[config.mk]
export PLATFORM = sky130hd
export DESIGN_NAME = qrs_div
export DESIGN_NICKNAME = d
export VERILOG_FILES = /design/src/rtl/qrs_pkg.sv /design/src/rtl/qrs_div.sv
export SDC_FILE = /design/constraint.sdc
export NUM_CORES = 1
export LEC_CHECK = 0
export BUFFER_PORTS_ARGS = -buffer_cell sky130_fd_sc_hd__buf_2
export CAP_MARGIN = 25
export CORE_MARGIN = 3
export CORE_UTILIZATION = 35
export DETAILED_ROUTE_END_ITERATION = 16
export SYNTH_ARGS = -nofsm -noshare
export SYNTH_HDL_FRONTEND = slang
export SYNTH_SLANG_ARGS = --single-unit
[constraint.sdc]
create_clock -name clk -period 5.28 [get_ports clk]
set_input_delay 0.264 -clock clk [delete_from_list [all_inputs] [get_ports clk]]
set_output_delay 0.264 -clock clk [all_outputs]
set_load 0.03 [all_outputs]
[src/rtl/qrs_pkg.sv]
`timescale 1ns / 1ps
// ----------------------------------------------------------------------------
// qrs_pkg
// Status codes and widths shared by the quadratic root solver.
// ----------------------------------------------------------------------------
package qrs_pkg;

  localparam int DISC_W = 32;
  localparam int ROOT_W = 16;
  localparam int STAT_W = 2;

  typedef enum logic [STAT_W-1:0] {
    ST_NONE   = 2'd0,
    ST_DOUBLE = 2'd1,
    ST_TWO    = 2'd2,
    ST_AZERO  = 2'd3
  } root_status_t;

endpackage

[src/rtl/qrs_div.sv]
`timescale 1ns / 1ps
// ----------------------------------------------------------------------------
// qrs_div
// Pipelined restoring divider: unsigned numerator by unsigned denominator,
// one quotient bit per stage. Payload of type tag travels alongside.
// ----------------------------------------------------------------------------
module qrs_div #(
  parameter int NUM_W = 17,
  parameter int DEN_W = 16,
  parameter int TAG_W = 8
) (
  input  logic             clk,
  input  logic             rst_n,
  input  logic             en,
  input  logic             in_vld,
  input  logic [NUM_W-1:0] in_num,
  input  logic [DEN_W-1:0] in_den,
  input  logic [TAG_W-1:0] in_tag,
  output logic             out_vld,
  output logic [NUM_W-1:0] out_quo,
  output logic [TAG_W-1:0] out_tag
);
  import qrs_pkg::*;

  localparam int REM_W = DEN_W + 1;

  logic [NUM_W:0]            vld_r;
  logic [NUM_W:0][NUM_W-1:0] num_r;
  logic [NUM_W:0][REM_W-1:0] rem_r;
  logic [NUM_W:0][DEN_W-1:0] den_r;
  logic [NUM_W:0][TAG_W-1:0] tag_r;

  always_comb begin
    vld_r[0] = in_vld;
    num_r[0] = in_num;
    rem_r[0] = '0;
    den_r[0] = in_den;
    tag_r[0] = in_tag;
  end

  for (genvar k = 0; k < NUM_W; k++) begin : g_stage
    logic [REM_W-1:0] sh_nxt;
    logic [REM_W:0]   diff_nxt;
    logic             vld_q_r;
    logic [NUM_W-1:0] num_q_r;
    logic [REM_W-1:0] rem_q_r;
    logic [DEN_W-1:0] den_q_r;
    logic [TAG_W-1:0] tag_q_r;

    always_comb begin
      sh_nxt   = {rem_r[k][REM_W-2:0], num_r[k][NUM_W-1]};
      diff_nxt = {1'b0, sh_nxt} - {2'b00, den_r[k]};
    end

    always_ff @(posedge clk) begin
      if (!rst_n) begin
        vld_q_r <= 1'b0;
      end else if (en) begin
        vld_q_r <= vld_r[k];
      end
    end

    always_ff @(posedge clk) begin
      if (en) begin
        // num register shifts out numerator bits and shifts in quotient bits
        num_q_r <= {num_r[k][NUM_W-2:0], ~diff_nxt[REM_W]};
        rem_q_r <= diff_nxt[REM_W] ? sh_nxt : diff_nxt[REM_W-1:0];
        den_q_r <= den_r[k];
        tag_q_r <= tag_r[k];
      end
    end

    always_comb begin
      vld_r[k+1] = vld_q_r;
      num_r[k+1] = num_q_r;
      rem_r[k+1] = rem_q_r;
      den_r[k+1] = den_q_r;
      tag_r[k+1] = tag_q_r;
    end
  end

  assign out_vld = vld_r[NUM_W];
  assign out_quo = num_r[NUM_W];
  assign out_tag = tag_r[NUM_W];

endmodule
==> impl_metrics.tcl, run 1 <==
set metrics [dict create \
    comb_power_share 0.329 \
    power.internal_mw 18.63 \
    async_flop_share 0 \
    synth_edf_count 937 \
    cts_buffer_depth 3 \
    first_pass_iters 6 \
    dp_hpwl_um 51360 \
    crit_path_top_delay_cell "o31ai_4" \
    rsz0062_at_grt "no" \
    dr_total_vias 24835 \
    grt_pass1_vias 25415 \
    grt_use_met2 0.2184 \
    n_fill_cell 11401 \
    p_per_area_nw_per_um2 540.1 \
    ys_ff_latch 954 \
    core_sq_um 124100 \
    hold_viol 0 \
    globalRouteMet3Util 0.02402 \
    crit_path_end_kind "register" \
    grt-busiest-layer "met2" \
    vdd_drop_max_uv 287.0 \
    clock_tree.root_cell "clkbuf_16" \
    post-route-period-util 0.6671 \
    grt_overflow 0 \
    cts_buffers 106 \
    met1_usage 0.1229 \
    die-area_sq_um 129700 \
    power_frac_seq 0.402 \
    dp_cells 4904 \
    avgSynthCellArea_sq_um 13.62 \
    synth_warnings 0 \
    die-width_um 360.1 \
    worst_pin_slew_ps 1023 \
    yosysMostFrequentCell "edfxtp_1" \
    path_max_fanout 17 \
    antenna_found_initial 1 \
    routedWlPerCell_um 14.60 \
    yosysSeqAreaShare 0.6488 \
    ff2ff_path_depth 8 \
    min_path_cells 1 \
    hp-class "in2reg" \
    grt_usage 0.1156 \
    synth_cell_types 85 \
    synth_commonest_cells "edfxtp_1 (937), inv_1 (338), ha_1 (257), a21oi_1 (211), nor2_1 (172)" \
    place_congestion 0.8492 \
    clk_latency_ps 700 \
    routed_wl_um 75140 \
    clkPwrFrac 0.270 \
    clk_pin_slew_ps 60 \
    setup-tns-final_ps 0 \
    ant_nets 0 \
    initial_utilization 0.3536 \
    crit_family "compound AO/OA/AOI/OAI gates" \
    synthCells 3222 \
    p_leak_nw 19.38 \
    drtIter0Drc 1539 \
    synth_area_sq_um 43890 \
    max_freq_ghz 0.2839 \
    row_count 129 \
    start_kind "register" \
    drc 0 \
    yosys.area.top_type "edfxtp_1" \
    grt_pass1_wl_um 123900 \
    finClkSkew_ps 33.54 \
    final_cells 5148 \
    timing_worst_setup_path_type "reg2reg" \
    fin_crit_ps 3522 \
    place.port_buffers 70 \
    crit_buf_inv 0 \
    cts_max_level 3 \
    required_ps 5710 \
    slew-limit-headroom 0.3182 \
    nets 3740 \
    cts_tree "built" \
    ys.flop_type "edfxtp_1" \
    synth_top_area_frac 0.6410 \
    clock_sinks 954 \
    arrival_ps 3950 \
    path_cells "ha_1 -> nor2b_1 -> o2111ai_1 -> a21o_1 -> a2111oi_4 -> a31oi_2 -> o31ai_4 -> mux2_2" \
    synthTopCellsByArea "edfxtp_1 (64%), ha_1 (7.3%), inv_1 (2.9%)" \
    die_h_um 360.1 \
    drive_gt1_frac 0.1140 \
    sw_frac_of_total 0.3143 \
    setup_viol 0 \
    drv_slew 0 \
    slowest_delay_ps 850 \
    area_growth_pct 14.62 \
    grt_max_degree 159 \
    ios 71 \
    cp.depth 8 \
    max_cap_violations 0 \
    switchingPower_mw 8.541 \
    viasPerCell 4.824 \
    status "finished, final reports clean" \
]
per-stage QoR:
step           area (sq um)    util  setup slack [ps]  total power, mW  hold slack, ps
2_1_floorplan         43920       -              2417            17.81           362.9
3_3_place_gp          46320  0.3732              1791            19.73           400.0
3_5_place_dp          46320  0.3732              1723            19.88           404.5
4_1_cts               50260  0.4049              1696            27.47           113.3
5_1_grt               50310  0.4053              1509            29.06           144.7
6_report              50310  0.4053              1758            27.17           161.9
power by group through the flow:
stage	logic [mW]	registers (mW)	clock network (mW)
after global routing	10.1	11.1	7.94
after global placement	8.67	11.1	0
after floorplan	7.00	10.8	0
after detailed placement	8.81	11.1	0
after CTS	8.91	10.9	7.63
final	8.93	10.9	7.33
cell usage in the layout (no fill, tap or decap), drive strengths merged, types with 9 or more instances in the layout:
cell,n
and3,18
a21o,71
o31a,13
nand2b,43
mux2,97
a311oi,13
xnor2,93
dlygate4sd3,44
fa,15
xor2,52
o21a,36
nand3,46
nor2b,51
nand4,20
mux2i,29
nand2,166
inv,341
o21bai,22
buf,96
a211oi,35
edfxtp,937
dfxtp,17
o41ai,10
a31o,13
o21ai,157
a21oi,211
a211o,11
bufinv,12
ha,257
nor2,172
clkinv,45
a221oi,9
a31oi,26
o22a,9
o31ai,18
nor3,38
clkbuf,130
final timing paths:
check                          endpoint  slack (ps)                   from
hold / removal    g_stage[1].tag_q_r[1]         160                     en
setup / recovery  g_stage[1].rem_q_r[6]        1760  g_stage[0].rem_q_r[0]
hold reg to reg   g_stage[7].num_q_r[5]         410  g_stage[6].num_q_r[4]
setup reg to reg  g_stage[1].rem_q_r[6]        1760  g_stage[0].rem_q_r[0]
flip-flops by register name (all words and copies together) (netlist names):
name	count
out_vld	1
g_stage.vld_q_r	16
g_stage.rem_q_r	256
g_stage.tag_q_r	128
out_quo	17
g_stage.num_q_r	272
g_stage.den_q_r	256
out_tag	8
layout make-up:
cell class                      instances  area (sq um)  area share
Sequential cell                       954         28480      0.5660
Clock inverter                         66         721.9     0.01435
Timing Repair Buffer                  141          1089     0.02164
Multi-Input combinational cell       1882         13930      0.2769
Antenna cell                            1         2.502  0.00004974
Clock buffer                          129          2773     0.05511
Inverter                              338          1269     0.02522
Tap cell                             1637          2048     0.04071
cell families after synthesis:
| group | count (synthesis) | share of synthesized area |
|---|---|---|
| xor+xnor | 145 | 0.02893 |
| other cells | 1 | 0.00008543 |
| compound gates | 729 | 0.1094 |
| simple gates | 603 | 0.06605 |
| mux | 126 | 0.03201 |
| fa+ha+maj | 272 | 0.08010 |
| buf+inv | 392 | 0.03466 |
| flops | 954 | 0.6488 |
layer usage:
layer	up-vias	wire length [um]	share of wire
met5	-	0	0
met4	0	3242	0.043
met3	187	2414	0.032
met2	343	39590	0.53
met1	11862	29890	0.40
li1	12443	-	-
worst register-to-register path, stage by stage, from the launching register on:
cell	delay, ps
edfxtp_1	430
ha_1	310
nor2b_1	170
o2111ai_1	210
a21o_1	270
a2111oi_4	380
a31oi_2	220
o31ai_4	850
mux2_2	430
what timing repair did:
action | 4_1_cts | 5_1_grt
hold buffers | 44 | 0
endpoints found under the hold margin | 66 | 0
setup buffers | 0 | 0
gates resized for setup | 0 | 0
Power figures use the tool's default switching activity.
==> run 2, diff against run 1 <==
==> constraint.sdc (replaced) <==
create_clock -name clk -period 3.2 [get_ports clk]
set_input_delay 0.16 -clock clk [delete_from_list [all_inputs] [get_ports clk]]
set_output_delay 0.16 -clock clk [all_outputs]
set_load 0.03 [all_outputs]
==> impl_metrics.tcl, run 2 (same netlist as run 1, synthesis figures left out) <==
set metrics [dict create \
    clock_tree.root_cell "clkbuf_16" \
    min_path_cells 2 \
    die_h_um 360.1 \
    min-delay-start "in_num[15]" \
    post-route-period-util 0.9508 \
    grt_overflow 0 \
    status "finished, final reports clean" \
    die-width_um 360.1 \
    cts_buffer_depth 3 \
    path_max_fanout 15 \
    final_util 0.4128 \
    p_per_area_nw_per_um2 899.3 \
    place.port_buffers 70 \
    crit_path_end_kind "register" \
    core_sq_um 124100 \
    path_cells "inv_1 -> ha_1 -> nor2b_2 -> o2111ai_2 -> a21o_1 -> a2111oi_4 -> a31oi_4 -> o31ai_4 -> buf_12 -> mux2_2" \
    clock_sinks 954 \
    n_fill_cell 11334 \
    clk_pin_slew_ps 60 \
    critical_path.startpoint "g_stage[0].den_q_r[1]" \
    cts_max_level 3 \
    vdd_drop_max_uv 742.1 \
    final_cell_mix "edfxtp_1 (937), inv_1 (338), ha_1 (257)" \
    setup_viol 0 \
    grt_usage 0.1185 \
    ff2ff_path_depth 10 \
    fin_crit_ps 3043 \
    clk_latency_ps 690 \
    viasPerCell 4.830 \
    drive_gt1_frac 0.1329 \
    layout_setup_ws_ps 157.4 \
    final_common_cell "edfxtp_1" \
    timing_worst_setup_path_type "reg2reg" \
    max_cap_violations 0 \
    total_power_mw 46.08 \
    reg_top3 "g_stage.num_q_r x272, g_stage.den_q_r x256, g_stage.rem_q_r x256" \
    crit_path_top_delay_cell "a2111oi_4" \
    crit_family "compound AO/OA/AOI/OAI gates" \
    grt_pass1_wl_um 126800 \
    hp-class "in2reg" \
    drtIter0Drc 1229 \
    antenna_found_initial 3 \
    grt_pass1_vias 25679 \
    die-area_sq_um 129700 \
    hold_viol 0 \
    drv_slew 0 \
    ant_nets 0 \
    nets 3812 \
    p_leak_nw 19.87 \
    r2r_start "g_stage[0].den_q_r[1]" \
    first_pass_iters 8 \
    dp_hpwl_um 53620 \
    cts_buffers 106 \
    start_kind "register" \
    switchingPower_mw 14.25 \
    largest_reg_flops 272 \
    slowest_delay_ps 470 \
    finClkSkew_ps 29.65 \
    regMostFlops "g_stage.num_q_r" \
    drc 0 \
    crit_buf_inv 2 \
    max_freq_ghz 0.3287 \
    setup-tns-final_ps 0 \
    required_ps 3610 \
    worst_pin_slew_ps 803.5 \
    cts_tree "built" \
    ios 71 \
    arrival_ps 3460 \
    routed_wl_um 76700 \
    place_ws_ps 75.91 \
    cp.depth 10 \
    grt_max_degree 83 \
    place_congestion 0.8820 \
    power.internal_mw 31.83 \
    area_growth_pct 16.73 \
    row_count 129 \
    dr_total_vias 25250 \
    rsz0062_at_grt "no" \
    initial_utilization 0.3536 \
    sw_frac_of_total 0.3092 \
    power_frac_seq 0.391 \
    routedWlPerCell_um 14.67 \
    comb_power_share 0.335 \
    slew-limit-headroom 0.4643 \
    clkPwrFrac 0.274 \
]
[run 2: layout make-up]
type | instances | area [sq um] | share of cell area
well taps | 1637 | 2048 | 0.03998
flip-flops and latches | 954 | 28480 | 0.5558
repair buffers | 213 | 1822 | 0.03556
diodes | 3 | 7.507 | 0.0001465
multi-input cells | 1882 | 13950 | 0.2722
clock buffers | 121 | 2751 | 0.05370
clock inverters | 80 | 913.4 | 0.01783
inverters | 338 | 1269 | 0.02476
[run 2: routing by layer]
layer | global-route usage | vias up | part of all wire
met5 | 0 | - | 0
met4 | 0.05686 | 0 | 0.047
met3 | 0.02501 | 208 | 0.035
met2 | 0.2222 | 405 | 0.53
met1 | 0.1256 | 12039 | 0.39
li1 | - | 12598 | -
[run 2: worst paths after layout]
kind	slack (ps)	end
worst min-delay path	190	g_stage[0].num_q_r[16]
worst min register to register	400	g_stage[11].num_q_r[10]
worst max register to register	160	g_stage[1].rem_q_r[7]
worst max-delay path	160	g_stage[1].rem_q_r[7]
[run 2: timing repair]
| item | 4_1_cts | 5_1_grt |
|---|---|---|
| buffers inserted | 0 | 4 |
| hold buffers | 45 | 0 |
| hold endpoints to repair | 69 | 0 |
| setup endpoints to repair | 0 | 11 |
| gates resized for setup | 0 | 3 |
[run 2: stage by stage]
stage	std cells	hold WS, ps	cell area [sq um]
3_3_place_gp	4975	337.0	47070
3_5_place_dp	4975	338.1	47070
2_1_floorplan	3228	258.9	43920
4_1_cts	5221	101.5	51180
6_report	5228	186.3	51240
5_1_grt	5226	130.2	51230
[run 2: power groups by stage]
stage / Sequential [mW] / Combinational, mW / Clock [mW]
global route: 18.3 / 17.3 / 13.6
finish: 18.0 / 15.4 / 12.6
CTS: 18.0 / 15.4 / 13.1
global placement: 18.3 / 15.1 / 0
floorplan: 17.8 / 11.5 / 0
detailed placement: 18.3 / 15.3 / 0
==> run 3, diff against run 2 <==
--- a/config.mk
+++ b/config.mk
@@ -10,6 +10,7 @@
 export CORE_MARGIN = 3
 export CORE_UTILIZATION = 35
 export DETAILED_ROUTE_END_ITERATION = 16
+export REMOVE_ABC_BUFFERS = 1
 export SYNTH_ARGS = -nofsm -noshare
 export SYNTH_HDL_FRONTEND = slang
 export SYNTH_SLANG_ARGS = --single-unit
==> impl_metrics.tcl, run 3 (same netlist as run 1, synthesis figures left out) <==
set metrics [dict create \
    design_area_sq_um 50940 \
    r2r_start "g_stage[2].rem_q_r[2]" \
    p_leak_nw 19.72 \
    finClkSkew_ps 29.84 \
    clock_tree.root_cell "clkbuf_16" \
    r2r_end "g_stage[3].rem_q_r[3]" \
    nets 3810 \
    die-area_sq_um 129700 \
    regMostFlops "g_stage.num_q_r" \
    wl_met3_um 2066 \
    area_growth_pct 16.06 \
    rsz0062_at_grt "no" \
    largest_reg_flops 272 \
    highest_layer "met4" \
    final_cell_mix "edfxtp_1 (937), inv_1 (338), ha_1 (257)" \
    place_area_sq_um 47170 \
    antenna_found_initial 0 \
    ios 71 \
    clock_sinks 954 \
    path_cells "ha_1 -> nand3_1 -> a21oi_1 -> o31ai_1 -> buf_4 -> o311ai_1 -> a221o_1 -> mux2_2" \
    ant_nets 0 \
    hold_viol 0 \
    n_fill_cell 11314 \
    grt_max_degree 90 \
    path_max_fanout 10 \
    post-route-period-util 0.9463 \
    critical_path.startpoint "g_stage[2].rem_q_r[2]" \
    arrival_ps 3440 \
    timing_worst_setup_path_type "reg2reg" \
    final_cells 5217 \
    min_path_cells 1 \
    r2r_slack_ps 170 \
    sw_frac_of_total 0.3123 \
    p_per_area_nw_per_um2 878.5 \
    core_sq_um 124100 \
    status "finished, final reports clean" \
    routed_wl_um 72070 \
    power_frac_seq 0.400 \
    row_count 129 \
    fin_crit_ps 3028 \
    viasPerCell 4.786 \
    wl_met1_um 27200 \
    routedWlPerCell_um 13.81 \
    die_h_um 360.1 \
    hp-class "in2reg" \
    drive_gt1_frac 0.1274 \
    slew-limit-headroom 0.5111 \
    drv_slew 0 \
    dp_cells 4979 \
    final_common_cell "edfxtp_1" \
    initial_utilization 0.3536 \
    cts_setup_buffers 0 \
    die-width_um 360.1 \
    min-delay-start "en" \
    cts_max_level 3 \
    crit_path_end_kind "register" \
    clk_latency_ps 670 \
    drtIter0Drc 1521 \
    num_antenna_cells 0 \
    start_kind "register" \
    max_freq_ghz 0.3302 \
    ff2ff_path_depth 8 \
    met2_length_um 39520 \
    worst_pin_slew_ps 714.9 \
    final_util 0.4104 \
    clk_pin_slew_ps 60 \
    grt_overflow 0 \
    switchingPower_mw 13.98 \
    holdPathEnd "g_stage[3].rem_q_r[15]" \
    cts_tree "built" \
    grt_usage 0.1104 \
    first_pass_iters 5 \
    reg_top3 "g_stage.num_q_r x272, g_stage.den_q_r x256, g_stage.rem_q_r x256" \
    grt_pass1_vias 25714 \
    place_congestion 0.8927 \
    grt_pass1_wl_um 119800 \
    vdd_drop_max_uv 443.8 \
    dp_hpwl_um 50860 \
    cts_buffer_depth 3 \
    place.port_buffers 70 \
    setup_viol 0 \
    comb_power_share 0.345 \
    setup-tns-final_ps 0 \
    required_ps 3610 \
    cts_buffers 105 \
    clkPwrFrac 0.256 \
    power.internal_mw 30.78 \
    max_cap_violations 0 \
    dr_total_vias 24971 \
    slowest_delay_ps 520 \
    drc 0 \
    crit_path_top_delay_cell "a221o_1" \
]
==> run 3: cell types whose count changed in the layout (fill, tap and decap cells not counted), moves of 3 or more <==
cell        previous run  this run
clkbuf_1              13        23
buf_12                22        28
inv_6                  8         2
diode_2                3         0
clkinv_1              20        25
bufinv_16             18         7
clkinv_4               3         0
clkinvlp_4             8         4
buf_4                 76        70
==> run 3: stage by stage <==
step | setup slack [ps] | power [mW] | hold slack, ps
floorplan | -744.2 | 29.22 | 258.9
global placement | 168.8 | 33.19 | 337.0
detailed placement | 121.3 | 33.48 | 338.1
CTS | 76.25 | 45.29 | 4.161
global route | 10.65 | 47.82 | 23.94
finish | 171.8 | 44.75 | 41.43
==> run 3: how the worst max path moves through the flow <==
stage,slack (ps),cells after the start,end
6_report,170,8,g_stage[3].rem_q_r[3]
5_1_grt,10,11,g_stage[4].rem_q_r[12]
4_1_cts,80,12,g_stage[11].rem_q_r[14]
3_5_place_dp,120,9,g_stage[1].rem_q_r[1]
3_3_place_gp,170,9,g_stage[1].rem_q_r[1]
2_1_floorplan,-740,7,g_stage[2].rem_q_r[1]
==> run 3: power groups by stage <==
stage          Clock, mW  Sequential [mW]  Combinational, mW
2_1_floorplan          0             17.8               11.4
3_3_place_gp           0             18.1               15.0
3_5_place_dp           0             18.2               15.3
4_1_cts             11.9             17.9               15.5
5_1_grt             12.4             18.1               17.3
6_report            11.4             17.9               15.4
==> run 3: area by class of cell <==
| cell class | instances | area [sq um] | area share |
|---|---|---|---|
| clock buffers | 129 | 2739 | 0.05376 |
| clock inverters | 65 | 570.5 | 0.01120 |
| inverters | 338 | 1269 | 0.02490 |
| multi-input cells | 1882 | 13950 | 0.2739 |
| flip-flops and latches | 954 | 28480 | 0.5590 |
| well taps | 1637 | 2048 | 0.04021 |
| repair buffers | 212 | 1887 | 0.03704 |
==> run 3: layer usage <==
| metal | vias up | track usage |
|---|---|---|
| met5 | - | 0 |
| met4 | 0 | 0.05306 |
| met3 | 213 | 0.02000 |
| met2 | 376 | 0.2176 |
| met1 | 11818 | 0.1102 |
| li1 | 12564 | - |
==> run 3: what timing repair did <==
action	in CTS	in global routing
hold endpoints to repair	66	0
gates resized for setup	0	4
hold buffers	44	0
setup endpoints to repair	0	20
==> run 3: worst max-delay path: cells and delay by family (launching register included) <==
kind / cells / cell delay, ps
AOI/OAI and AO/OA: 4 / 1350
DFF: 1 / 390
adders and majority gates: 1 / 390
buffers and inverters: 1 / 160
and+or+nand+nor: 1 / 90
muxes: 1 / 380
